### src/design/swm_pkg.sv
// swm_pkg: shared types for the sliding-window maximum block.
// Holds the transaction payload structs and the controller/datapath link.
// No dependencies.
`default_nettype none

package swm_pkg;

  localparam int SAMPLE_W = 32;
  localparam int POS_W    = 16;
  localparam int WSIZE_W  = 7;

  typedef struct packed {
    logic signed [SAMPLE_W-1:0] sample;
    logic                       start_of_stream;
  } swm_in_t;

  typedef struct packed {
    logic signed [SAMPLE_W-1:0] window_max;
    logic        [POS_W-1:0]    window_start;
  } swm_out_t;

  // controller -> datapath
  typedef struct packed {
    logic accept;
    logic drop_head;
    logic drop_tail;
    logic push;
  } swm_cmd_t;

  // datapath -> controller
  typedef struct packed {
    logic front_stale;  // head entry has left the window
    logic back_le;      // tail entry not larger than the new sample
    logic item_vld;     // current sample produces a result
    logic out_free;     // output register can take a result this cycle
  } swm_sts_t;

endpackage

`default_nettype wire

### src/design/swm_ctrl.sv
// swm_ctrl: sequencing of one sample through the deque.
// Depends on swm_pkg.
`default_nettype none

module swm_ctrl import swm_pkg::*; (
  input  wire logic     clk,
  input  wire logic     rst_n,
  input  wire logic     in_valid,
  output logic          in_stall,
  input  wire swm_sts_t sts,
  output swm_cmd_t      cmd
);

  typedef enum logic [1:0] {
    ST_IDLE,
    ST_CHK,
    ST_WAIT
  } state_t;

  state_t state_r, state_nxt;

  assign in_stall = (state_r != ST_IDLE);

  always_comb begin
    state_nxt = state_r;
    cmd       = '0;
    case (state_r)
      ST_IDLE: begin
        if (in_valid) begin
          cmd.accept = 1'b1;
          state_nxt  = ST_CHK;
        end
      end
      ST_CHK: begin
        if (sts.front_stale) begin
          cmd.drop_head = 1'b1;
          state_nxt     = ST_WAIT;
        end else if (sts.back_le) begin
          cmd.drop_tail = 1'b1;
          state_nxt     = ST_WAIT;
        end else if (!sts.item_vld || sts.out_free) begin
          cmd.push  = 1'b1;
          state_nxt = ST_IDLE;
        end
      end
      ST_WAIT: begin
        // read registers pick up the moved head/tail
        state_nxt = ST_CHK;
      end
      default: begin
        state_nxt = ST_IDLE;
      end
    endcase
  end

  always_ff @(posedge clk) begin
    if (!rst_n) begin
      state_r <= ST_IDLE;
    end else begin
      state_r <= state_nxt;
    end
  end

endmodule

`default_nettype wire

### src/design/swm_dpath.sv
// swm_dpath: deque storage, pointers, position counter, window register, result register.
// Depends on swm_pkg.
`default_nettype none

module swm_dpath import swm_pkg::*; #(
  parameter int MAX_WINDOW = 64
) (
  input  wire logic                clk,
  input  wire logic                rst_n,
  input  wire swm_in_t             in_data,
  input  wire logic                cfg_we,
  input  wire logic [WSIZE_W-1:0]  cfg_data,
  input  wire swm_cmd_t            cmd,
  output swm_sts_t                 sts,
  output logic                     out_valid,
  input  wire logic                out_stall,
  output swm_out_t                 out_data
);

  localparam int AW = (MAX_WINDOW > 1) ? $clog2(MAX_WINDOW) : 1;
  localparam int CW = $clog2(MAX_WINDOW + 1);
  localparam logic [AW-1:0] LAST_SLOT = AW'(MAX_WINDOW - 1);
  localparam logic [CW-1:0] FULL_CNT  = CW'(MAX_WINDOW);

  logic [WSIZE_W-1:0] wsize_r;
  logic [AW-1:0]      head_r, tail_r;
  logic [CW-1:0]      count_r;
  logic [POS_W-1:0]   spos_r;
  logic               filled_r;

  logic signed [SAMPLE_W-1:0] cur_val_r;
  logic [POS_W-1:0]           cur_pos_r;
  logic                       item_vld_r;

  logic signed [SAMPLE_W-1:0] mem_val [MAX_WINDOW];
  logic [POS_W-1:0]           mem_pos [MAX_WINDOW];
  logic signed [SAMPLE_W-1:0] rd_head_val_r, rd_tail_val_r;
  logic [POS_W-1:0]           rd_head_pos_r;

  logic     out_valid_r;
  swm_out_t out_data_r;

  logic [31:0]        wsat;
  logic [POS_W-1:0]   wm1;
  logic [AW-1:0]      tail_prev, tail_next, head_next;
  logic [POS_W-1:0]   age;
  logic               guard;
  logic [POS_W-1:0]   acc_pos;
  logic               acc_filled;

  // effective window: zero acts as one, clamp at deque depth
  always_comb begin
    if (wsize_r == '0) begin
      wsat = 32'd1;
    end else if (32'(wsize_r) > 32'(MAX_WINDOW)) begin
      wsat = 32'(MAX_WINDOW);
    end else begin
      wsat = 32'(wsize_r);
    end
    wm1 = POS_W'(wsat - 32'd1);
  end

  assign tail_prev = (tail_r == '0) ? LAST_SLOT : tail_r - AW'(1);
  assign tail_next = (tail_r == LAST_SLOT) ? '0 : tail_r + AW'(1);
  assign head_next = (head_r == LAST_SLOT) ? '0 : head_r + AW'(1);
  assign age       = cur_pos_r - rd_head_pos_r;
  assign guard     = (count_r >= FULL_CNT);

  assign acc_pos    = in_data.start_of_stream ? '0 : spos_r;
  assign acc_filled = in_data.start_of_stream ? 1'b0 : filled_r;

  assign sts.front_stale = (count_r != '0) && (age > wm1);
  assign sts.back_le     = (count_r != '0) && (rd_tail_val_r <= cur_val_r);
  assign sts.item_vld    = item_vld_r;
  assign sts.out_free    = !out_valid_r || !out_stall;

  always_ff @(posedge clk) begin
    if (!rst_n) begin
      wsize_r <= WSIZE_W'(3);
    end else if (cfg_we) begin
      wsize_r <= cfg_data;
    end
  end

  // pointers, counters
  always_ff @(posedge clk) begin
    if (!rst_n) begin
      head_r   <= '0;
      tail_r   <= '0;
      count_r  <= '0;
      spos_r   <= '0;
      filled_r <= 1'b0;
    end else if (cmd.accept) begin
      if (in_data.start_of_stream) begin
        head_r  <= '0;
        tail_r  <= '0;
        count_r <= '0;
      end
      spos_r   <= acc_pos + POS_W'(1);
      filled_r <= acc_filled || (acc_pos == '1);
    end else if (cmd.drop_head) begin
      head_r  <= head_next;
      count_r <= count_r - CW'(1);
    end else if (cmd.drop_tail) begin
      tail_r  <= tail_prev;
      count_r <= count_r - CW'(1);
    end else if (cmd.push) begin
      tail_r <= tail_next;
      if (guard) begin
        head_r <= head_next;
      end else begin
        count_r <= count_r + CW'(1);
      end
    end
  end

  // current sample
  always_ff @(posedge clk) begin
    if (cmd.accept) begin
      cur_val_r  <= in_data.sample;
      cur_pos_r  <= acc_pos;
      item_vld_r <= acc_filled || (acc_pos >= wm1);
    end
  end

  // deque storage, one write port, two registered read ports
  always_ff @(posedge clk) begin
    if (cmd.push) begin
      mem_val[tail_r] <= cur_val_r;
      mem_pos[tail_r] <= cur_pos_r;
    end
    rd_head_val_r <= mem_val[head_r];
    rd_head_pos_r <= mem_pos[head_r];
    rd_tail_val_r <= mem_val[tail_prev];
  end

  // result register
  always_ff @(posedge clk) begin
    if (!rst_n) begin
      out_valid_r <= 1'b0;
    end else if (cmd.push && item_vld_r) begin
      out_valid_r <= 1'b1;
    end else if (!out_stall) begin
      out_valid_r <= 1'b0;
    end
  end

  always_ff @(posedge clk) begin
    if (cmd.push && item_vld_r) begin
      out_data_r.window_max   <= (count_r == '0) ? cur_val_r : rd_head_val_r;
      out_data_r.window_start <= cur_pos_r - wm1;
    end
  end

  assign out_valid = out_valid_r;
  assign out_data  = out_data_r;

endmodule

`default_nettype wire

### src/design/sliding_window_maximum_core.sv
// sliding_window_maximum_core: running maximum over the last window_size samples.
// Sequence: an accepted sample goes to CHK, each deque pop passes through WAIT back to CHK,
//   and the push from CHK registers any result into out_valid; in_stall is high until then, so
//   a new sample is taken only after the last one is pushed, and a push with a result waits on out_stall.
// Reset (rst_n, synchronous): empty deque, position 0, window_size 3. No memory clear.
// Depends on swm_pkg, swm_ctrl, swm_dpath.
`default_nettype none

module sliding_window_maximum_core import swm_pkg::*; #(
  parameter int MAX_WINDOW = 64
) (
  input  wire logic               clk,
  input  wire logic               rst_n,
  // sample transactions
  input  wire logic               in_valid,
  output logic                    in_stall,
  input  wire swm_in_t            in_data,
  // result transactions
  output logic                    out_valid,
  input  wire logic               out_stall,
  output swm_out_t                out_data,
  // window_size register write
  input  wire logic               cfg_valid,
  output logic                    cfg_ready,
  input  wire logic [WSIZE_W-1:0] cfg_data
);

  swm_cmd_t cmd;
  swm_sts_t sts;

  // Register writes must only be issued while idle (not enforced here); they are always taken.
  assign cfg_ready = 1'b1;

  // Controller: IDLE takes a sample; CHK drops a stale head, else pops a
  // tail entry not larger than the sample, else pushes (emitting a result if the sample completes a window).
  // Every pop passes through WAIT so the registered memory reads catch up.
  swm_ctrl u_ctrl (
    .clk      (clk),
    .rst_n    (rst_n),
    .in_valid (in_valid),
    .in_stall (in_stall),
    .sts      (sts),
    .cmd      (cmd)
  );

  // Datapath: deque memories (value, position), head/tail/count, position
  // counter with wrap flag, and a result register that frees the input side.
  swm_dpath #(
    .MAX_WINDOW (MAX_WINDOW)
  ) u_dpath (
    .clk       (clk),
    .rst_n     (rst_n),
    .in_data   (in_data),
    .cfg_we    (cfg_valid),
    .cfg_data  (cfg_data),
    .cmd       (cmd),
    .sts       (sts),
    .out_valid (out_valid),
    .out_stall (out_stall),
    .out_data  (out_data)
  );

endmodule

`default_nettype wire

### config.mk
export PLATFORM = sky130hd
export DESIGN_NAME = sliding_window_maximum_core
export DESIGN_NICKNAME = d
export VERILOG_FILES = /design/src/design/swm_pkg.sv /design/src/design/swm_ctrl.sv /design/src/design/swm_dpath.sv /design/src/design/sliding_window_maximum_core.sv
export SDC_FILE = /design/constraint.sdc
export NUM_CORES = 2
export LEC_CHECK = 0
export BUFFER_PORTS_ARGS = -buffer_cell sky130_fd_sc_hd__buf_2
export CAP_MARGIN = 20
export CORE_MARGIN = 3
export CORE_UTILIZATION = 60
export CTS_BUF_LIST = sky130_fd_sc_hd__clkbuf_8
export CTS_CLUSTER_DIAMETER = 40
export DETAILED_ROUTE_END_ITERATION = 8
export PLACE_DENSITY = 0.74
export SLEW_MARGIN = 30
export SYNTH_ARGS = -nofsm -noshare
export SYNTH_HDL_FRONTEND = slang
export SYNTH_SLANG_ARGS = --single-unit
### constraint.sdc
create_clock -name clk -period 8.4 [get_ports clk]
set_input_delay 1.68 -clock clk [delete_from_list [all_inputs] [get_ports clk]]
set_output_delay 1.68 -clock clk [all_outputs]
set_load 0.01 [all_outputs]
======== After elaboration in Yosys (flattened, before gate mapping) ========
Memory sizes are Yosys's and may differ from the RTL's. A register that Yosys moved wholly into a read port is not among the register bits.
Index checks and enable logic that the tools add are counted.
storage, ports and cells
  flip-flop bits (word level) ............. 143
  bits in latches ......................... 0
  memory bits (writable) .................. 3072
  memory bits (read-only) ................. 0
  input bits .............................. 45
  output and inout port bits .............. 51
  logic and storage cells ................. 106
  memories ................................ 2
memories
  memory           words  bits a word  read ports  clocked after memory_dff  wr ports  RTL line         RTL
  u_dpath.mem_val  64     32           2           2                         1         swm_dpath.sv:35  logic signed [SAMPLE_W-1:0] mem_val [MAX_WINDOW];
  u_dpath.mem_pos  64     16           1           1                         1         swm_dpath.sv:36  logic [POS_W-1:0] mem_pos [MAX_WINDOW];
operators by class
  $add $sub $neg .......................... 9
  multiply operators ...................... 0
  div/mod/pow operators ................... 0
  magnitude comparators ................... 5
  equal/unequal tests ..................... 12
  shifts and indexed selects .............. 0
  muxes and demuxes ....................... 41
  bitwise gates (word level) .............. 0
  reduce and logical (&&, ||, !) cells .... 24
operator list
  kind                                                  number
  two-way mux 6 bit                                     13
  two-way mux 7 bit                                     8
  <= comparator 32 bit                                  1
  two-way mux 32 bit                                    1
  subtractor 16 bit                                     2
  adder 16 x 1 -> 16 bit, second input constant         1
  equality test 16 bit, second input constant           1
  >= comparator 16 bit                                  1
  greater-than comparator 16 bit                        1
  two-way mux 16 bit                                    1
  subtractor 16 x 1 -> 16 bit, second input constant    1
  zero test 7 bit                                       2
  adder 6 x 1 -> 6 bit, second input constant           2
  equality test 6 bit, second input constant            2
  two-way mux 1 bit                                     11
  two-way mux 2 bit                                     5
  nonzero test 3 bit                                    3
  adder 7 x 1 -> 7 bit, second input constant           1
  >= comparator 7 bit, second input constant            1
  greater-than comparator 7 bit, second input constant  1
  nonzero test 7 bit                                    1
  subtractor 7 x 1 -> 7 bit, second input constant      1
  zero test 6 bit                                       1
  one-hot mux 2 bit (3 select lines)                    1
  18 further kinds                                      28

======== Logic depth before layout (Yosys ltp) ========
  depth in word-level cells ............... 12
  mapped depth ............................ 24
  mapped depth without buffers ............ 23

======== By module ========
Synthesis repeated with hierarchy kept, for this count alone.
unflattened totals
  cells, all modules ...................... 8499
  area total of the unflattened synthesis .. 144138.2 um2
modules (own cells, without submodules)
  module                       times used  cells an instance  area each (um2)  sequential area each (um2)
  swm_dpath                    1           8481               143994.4         97643.6
  swm_ctrl                     1           16                 132.6            40.0
  sliding_window_maximum_core  1           2                  11.3             0.0

======== Worst setup path before layout ========
No wires, ideal clock.
  kind .................................... reg-to-reg
  from .................................... register u_dpath.cur_pos_r[1]
  to ...................................... memory u_dpath.mem_pos[29][0], enable pin
  library setup time ...................... 454 ps
  data arrival time ....................... 7300 ps
  required time ........................... 7946 ps
  path slack .............................. 646 ps
  stages on the path, launching flop included .. 22
  buffers on the path ..................... 0
  clock period less this slack ............ 7754 ps
  path through ............................ edfxtp_1 ha_1 nor2b_1 o31a_1 o31a_1 o21ai_0 a21oi_1 o21ai_0 a21oi_1 o2111ai_1 nand4bb_1 a21oi_1 xnor2_1 ha_1 and3_1 nand4_1 or2_1 o41ai_4 o2111a_1 nor2b_1 nand2_1 nor2_1
on the way
  cells in the longest elaborated chain, start to end .. 7
RTL lines
  element                                  RTL line          RTL
  start: declaration                       swm_dpath.sv:32   logic [POS_W-1:0] cur_pos_r;
  start signal: assignment                 swm_dpath.sv:121  cur_pos_r <= acc_pos;
  subtractor 16 bit                        swm_dpath.sv:66   assign age = cur_pos_r - rd_head_pos_r;
  greater-than comparator 16 bit           swm_dpath.sv:72   assign sts.front_stale = (count_r != '0) && (age > wm1);
  logical AND 1 bit                        swm_dpath.sv:72
  two-way mux 2 bit                        swm_ctrl.sv:35    if (sts.front_stale) begin
  two-way mux 3 bit                        swm_ctrl.sv:27    case (state_r)
  two-way mux 1 bit                        swm_dpath.sv:128  if (cmd.push) begin
  two-way mux 1 bit (implied by the code)  swm_dpath.sv:130  mem_pos[tail_r] <= cur_pos_r;
  end: declaration                         swm_dpath.sv:36
No other way between the ends.

======== Worst setup path in the final report ========
  from .................................... register u_dpath.cur_pos_r[2]
  to ...................................... memory u_dpath.mem_pos[17][8], enable pin
The elaborated chain is that of the path after synthesis.

==> flow_summary.toml <==
[final_layout]
drive_gt1_share_pct = 38.60
synthToLayoutAreaGrowth_pct = 11.83
nNetsFinal = 6982
final_area_um2 = 159300

[logic_synthesis]
syn_inst = 6359
yosysWarnings = 0
postSynthAreaPerCell_um2 = 22.40
synth_area_um2 = 142400
ys_ff_latch = 3295
synthArstFlopShare_pct = 0
synthDistinctLibCells = 79
synth_edf_count = 3169
synth_top_cell_area_share_pct = 66.81
synth.largest_area_cell = "edfxtp_1"
yosys-top-cells-area = "edfxtp_1, mux4_2, dfxtp_1"
yosysSeqAreaShare_pct = 68.58
ys.flop_type = "edfxtp_1"

[clock_network]
ctsResizeCount = 0
cts_inserted_buffers = 562
cts_root_buffer = "clkbuf_8"
clock_latency_ns = 1.11
cts_tree = "done"
cts_setup_buffers = 0
hold_buffers = 0
cts.sinks = 3295
cts.clk_slew.worst_paths_ns = 0.05
clock_path_buffers = 4
cts_max_level = 6

[drt]
wl_mm = 421.3
drcViolationCount = 0
viasPerCell = 7.425
drt_iter0_markers = 13410
drtAntennaViolNets = 0
drt_pass1_iterations = 8
vias = 77690
wl_per_cell_um = 40.27

[run]
maxCapViolations = 0

[global_route]
grt_usage_pct = 35.03
grt_pass1_vias = 76700
grt_pass1_wl_mm = 592.2
overflow = 0
antenna_found_initial = 36
grt_max_degree = 119

[sta]
tightest_slew_ns = 1.059
post-route-period-util_pct = 87.99
grt_setup_unrepaired = "no"
final-hold-violation-count = 0
final_max_slew_viol_count = 0
fin_skew_ns = 0.1020
layout_min_cycle_time_ns = 7.391
max_freq_mhz = 135.3
finalSetupViolCount = 0
slew_headroom_pct = 29.38
setup_tns_ns = 0

[critical_path]
worst_setup_path_end_kind = "register"
arrival_ns = 8.09
critPathKind = "reg2reg"
ff2ff_setup_slack_ns = 1.01
required_ns = 9.10
critical_path.max_fanout = 36
start_kind = "register"

[floorplan]
die_area_um2 = 243300
row_count = 178
die_w_um = 493.2
die_y_um = 493.2
initial_core_util_pct = 60.45
fp.coreArea_um2 = 235600
io_pins = 96

[place]
port_buffers = 94
hpwl_mm = 248.2
globalplace.congestion = 0.8882
dpl-instance-area_um2 = 148800

[power_and_ir_drop]
leakagePower_uw = 0.04857
p_total_uw = 43690
p_per_area_nw_per_um2 = 274.3
peakVddDrop_mv = 0.2813

[outcome]
status = "finished, final reports clean"

[min_path]
min_path_type = "reg2reg"
-- cells in the mapped netlist (all sizes together), types with 30 or more instances --
cell       n
ha        82
a211oi    43
inv       68
nor2     133
a31oi     41
a21oi     48
and2      41
nand2    171
dfxtp    126
nand3     38
buf      160
clkbuf   263
edfxtp  3169
mux2i     30
o21ai     78
mux4    1636
-- routing by layer --
layer	share of wire, %	wire length, µm	vias up	track usage (%)
met5	0.023	96	-	0
met4	6.1	25690	12	18.84
met3	13	56290	976	9.628
met2	47	196700	7001	52.22
met1	34	142500	40760	48.08
li1	-	-	28940	-
-- cell usage in the layout, fill, tap and decap left out, drive strengths merged, types with 33 or more instances in the layout --
| master | Yosys | final |
|---|---|---|
| nand2 | 171 | 171 |
| a31oi | 41 | 41 |
| ha | 82 | 82 |
| nor2 | 133 | 133 |
| a211oi | 43 | 43 |
| clkbuf | 263 | 582 |
| dfxtp | 126 | 126 |
| clkinvlp | 0 | 33 |
| nand3 | 38 | 38 |
| o21ai | 78 | 78 |
| a21oi | 48 | 48 |
| mux4 | 1636 | 1636 |
| diode | 0 | 33 |
| and2 | 41 | 41 |
| inv | 68 | 228 |
| clkinv | 2 | 196 |
| buf | 160 | 341 |
| edfxtp | 3169 | 3169 |
-- power breakdown --
group	switching, µW	total (µW)	internal, µW	leakage [µW]
Combinational	6450	10700	4260	0.0131
Sequential	316	19300	19000	0.0296
Clock	6530	13700	7140	0.00580
Total	13300	43700	30400	0.0486
-- final timing paths --
| path | from | endpoint | cells after the start |
|---|---|---|---|
| setup / recovery | u_dpath.cur_pos_r[2] | u_dpath.mem_pos[17][8] | 22 |
| hold / removal | u_dpath.filled_r | u_dpath.filled_r | 2 |
| setup reg to reg | u_dpath.cur_pos_r[2] | u_dpath.mem_pos[17][8] | 22 |
| hold reg to reg | u_dpath.filled_r | u_dpath.filled_r | 2 |
-- per-stage QoR --
stage               util [%]  hold WS (ns)  setup WS, ns  instances
floorplan                  -        0.4546        0.6463       6371
detailed placement     63.14        0.4887         1.150       9439
finish                 67.60        0.5025         1.009      10460
CTS                    67.56        0.5030         1.134      10430
global placement       63.11        0.4726         1.111       9438
global route           67.59        0.5366        0.7620      10460
-- critical path, stage by stage, from the launching register on --
cell and delay [ns]:
edfxtp_1 0.38, ha_1 0.37, o21a_1 0.21, o31a_1 0.13
o31a_1 0.30, o21ai_0 0.23, a21oi_1 0.12, o21ai_0 0.26
a21oi_1 0.16, o2111ai_1 0.21, nand4bb_1 0.12, a21oi_1 0.20
xnor2_1 0.09, ha_1 0.34, and3_1 0.19, nand4_1 0.08
or2_1 0.26, o41ai_4 0.49, o2111a_1 0.43, nor2b_1 0.63
nand2_1 0.66, nor2_4 0.64, buf_12 0.41
-- kinds of logic (layout without fill, tap and decap cells) --
logic type	count (synthesis)	in the layout	share of synthesized area [%]
buf+inv	493	1402	1.341
fa+ha+maj	86	86	0.7625
xor+xnor	44	44	0.2706
other cells	1	46	0.002633
compound gates	275	275	1.280
simple gates	486	486	1.579
flops	3295	3295	68.58
mux	1679	1679	26.18
-- sequential cells by signal (all words and copies together), names as in the netlist --
name	count
u_dpath.mem_val	2048
u_dpath.mem_pos	1024
u_dpath.out_data	48
u_dpath.cur_val_r	32
u_dpath.rd_head_val_r	32
u_dpath.rd_tail_val_r	32
u_dpath.cur_pos_r	16
u_dpath.rd_head_pos_r	16
u_dpath.spos_r	16
u_dpath.count_r	7
u_dpath.wsize_r	7
u_dpath.head_r	6
u_dpath.tail_r	6
u_ctrl.state_r	2
u_dpath.filled_r	1
u_dpath.item_vld_r	1
u_dpath.out_valid	1
-- final cells by class --
class	count	area (µm²)
Antenna cell	33	82.58
Clock buffer	582	8010
Clock inverter	409	2410
Fill cell	14460	76350
Inverter	70	265.3
Multi-Input combinational cell	2583	43520
Sequential cell	3295	97710
Tap cell	3150	3941
Timing Repair Buffer	341	3349
No activity file was read; power rests on OpenSTA's default activity.
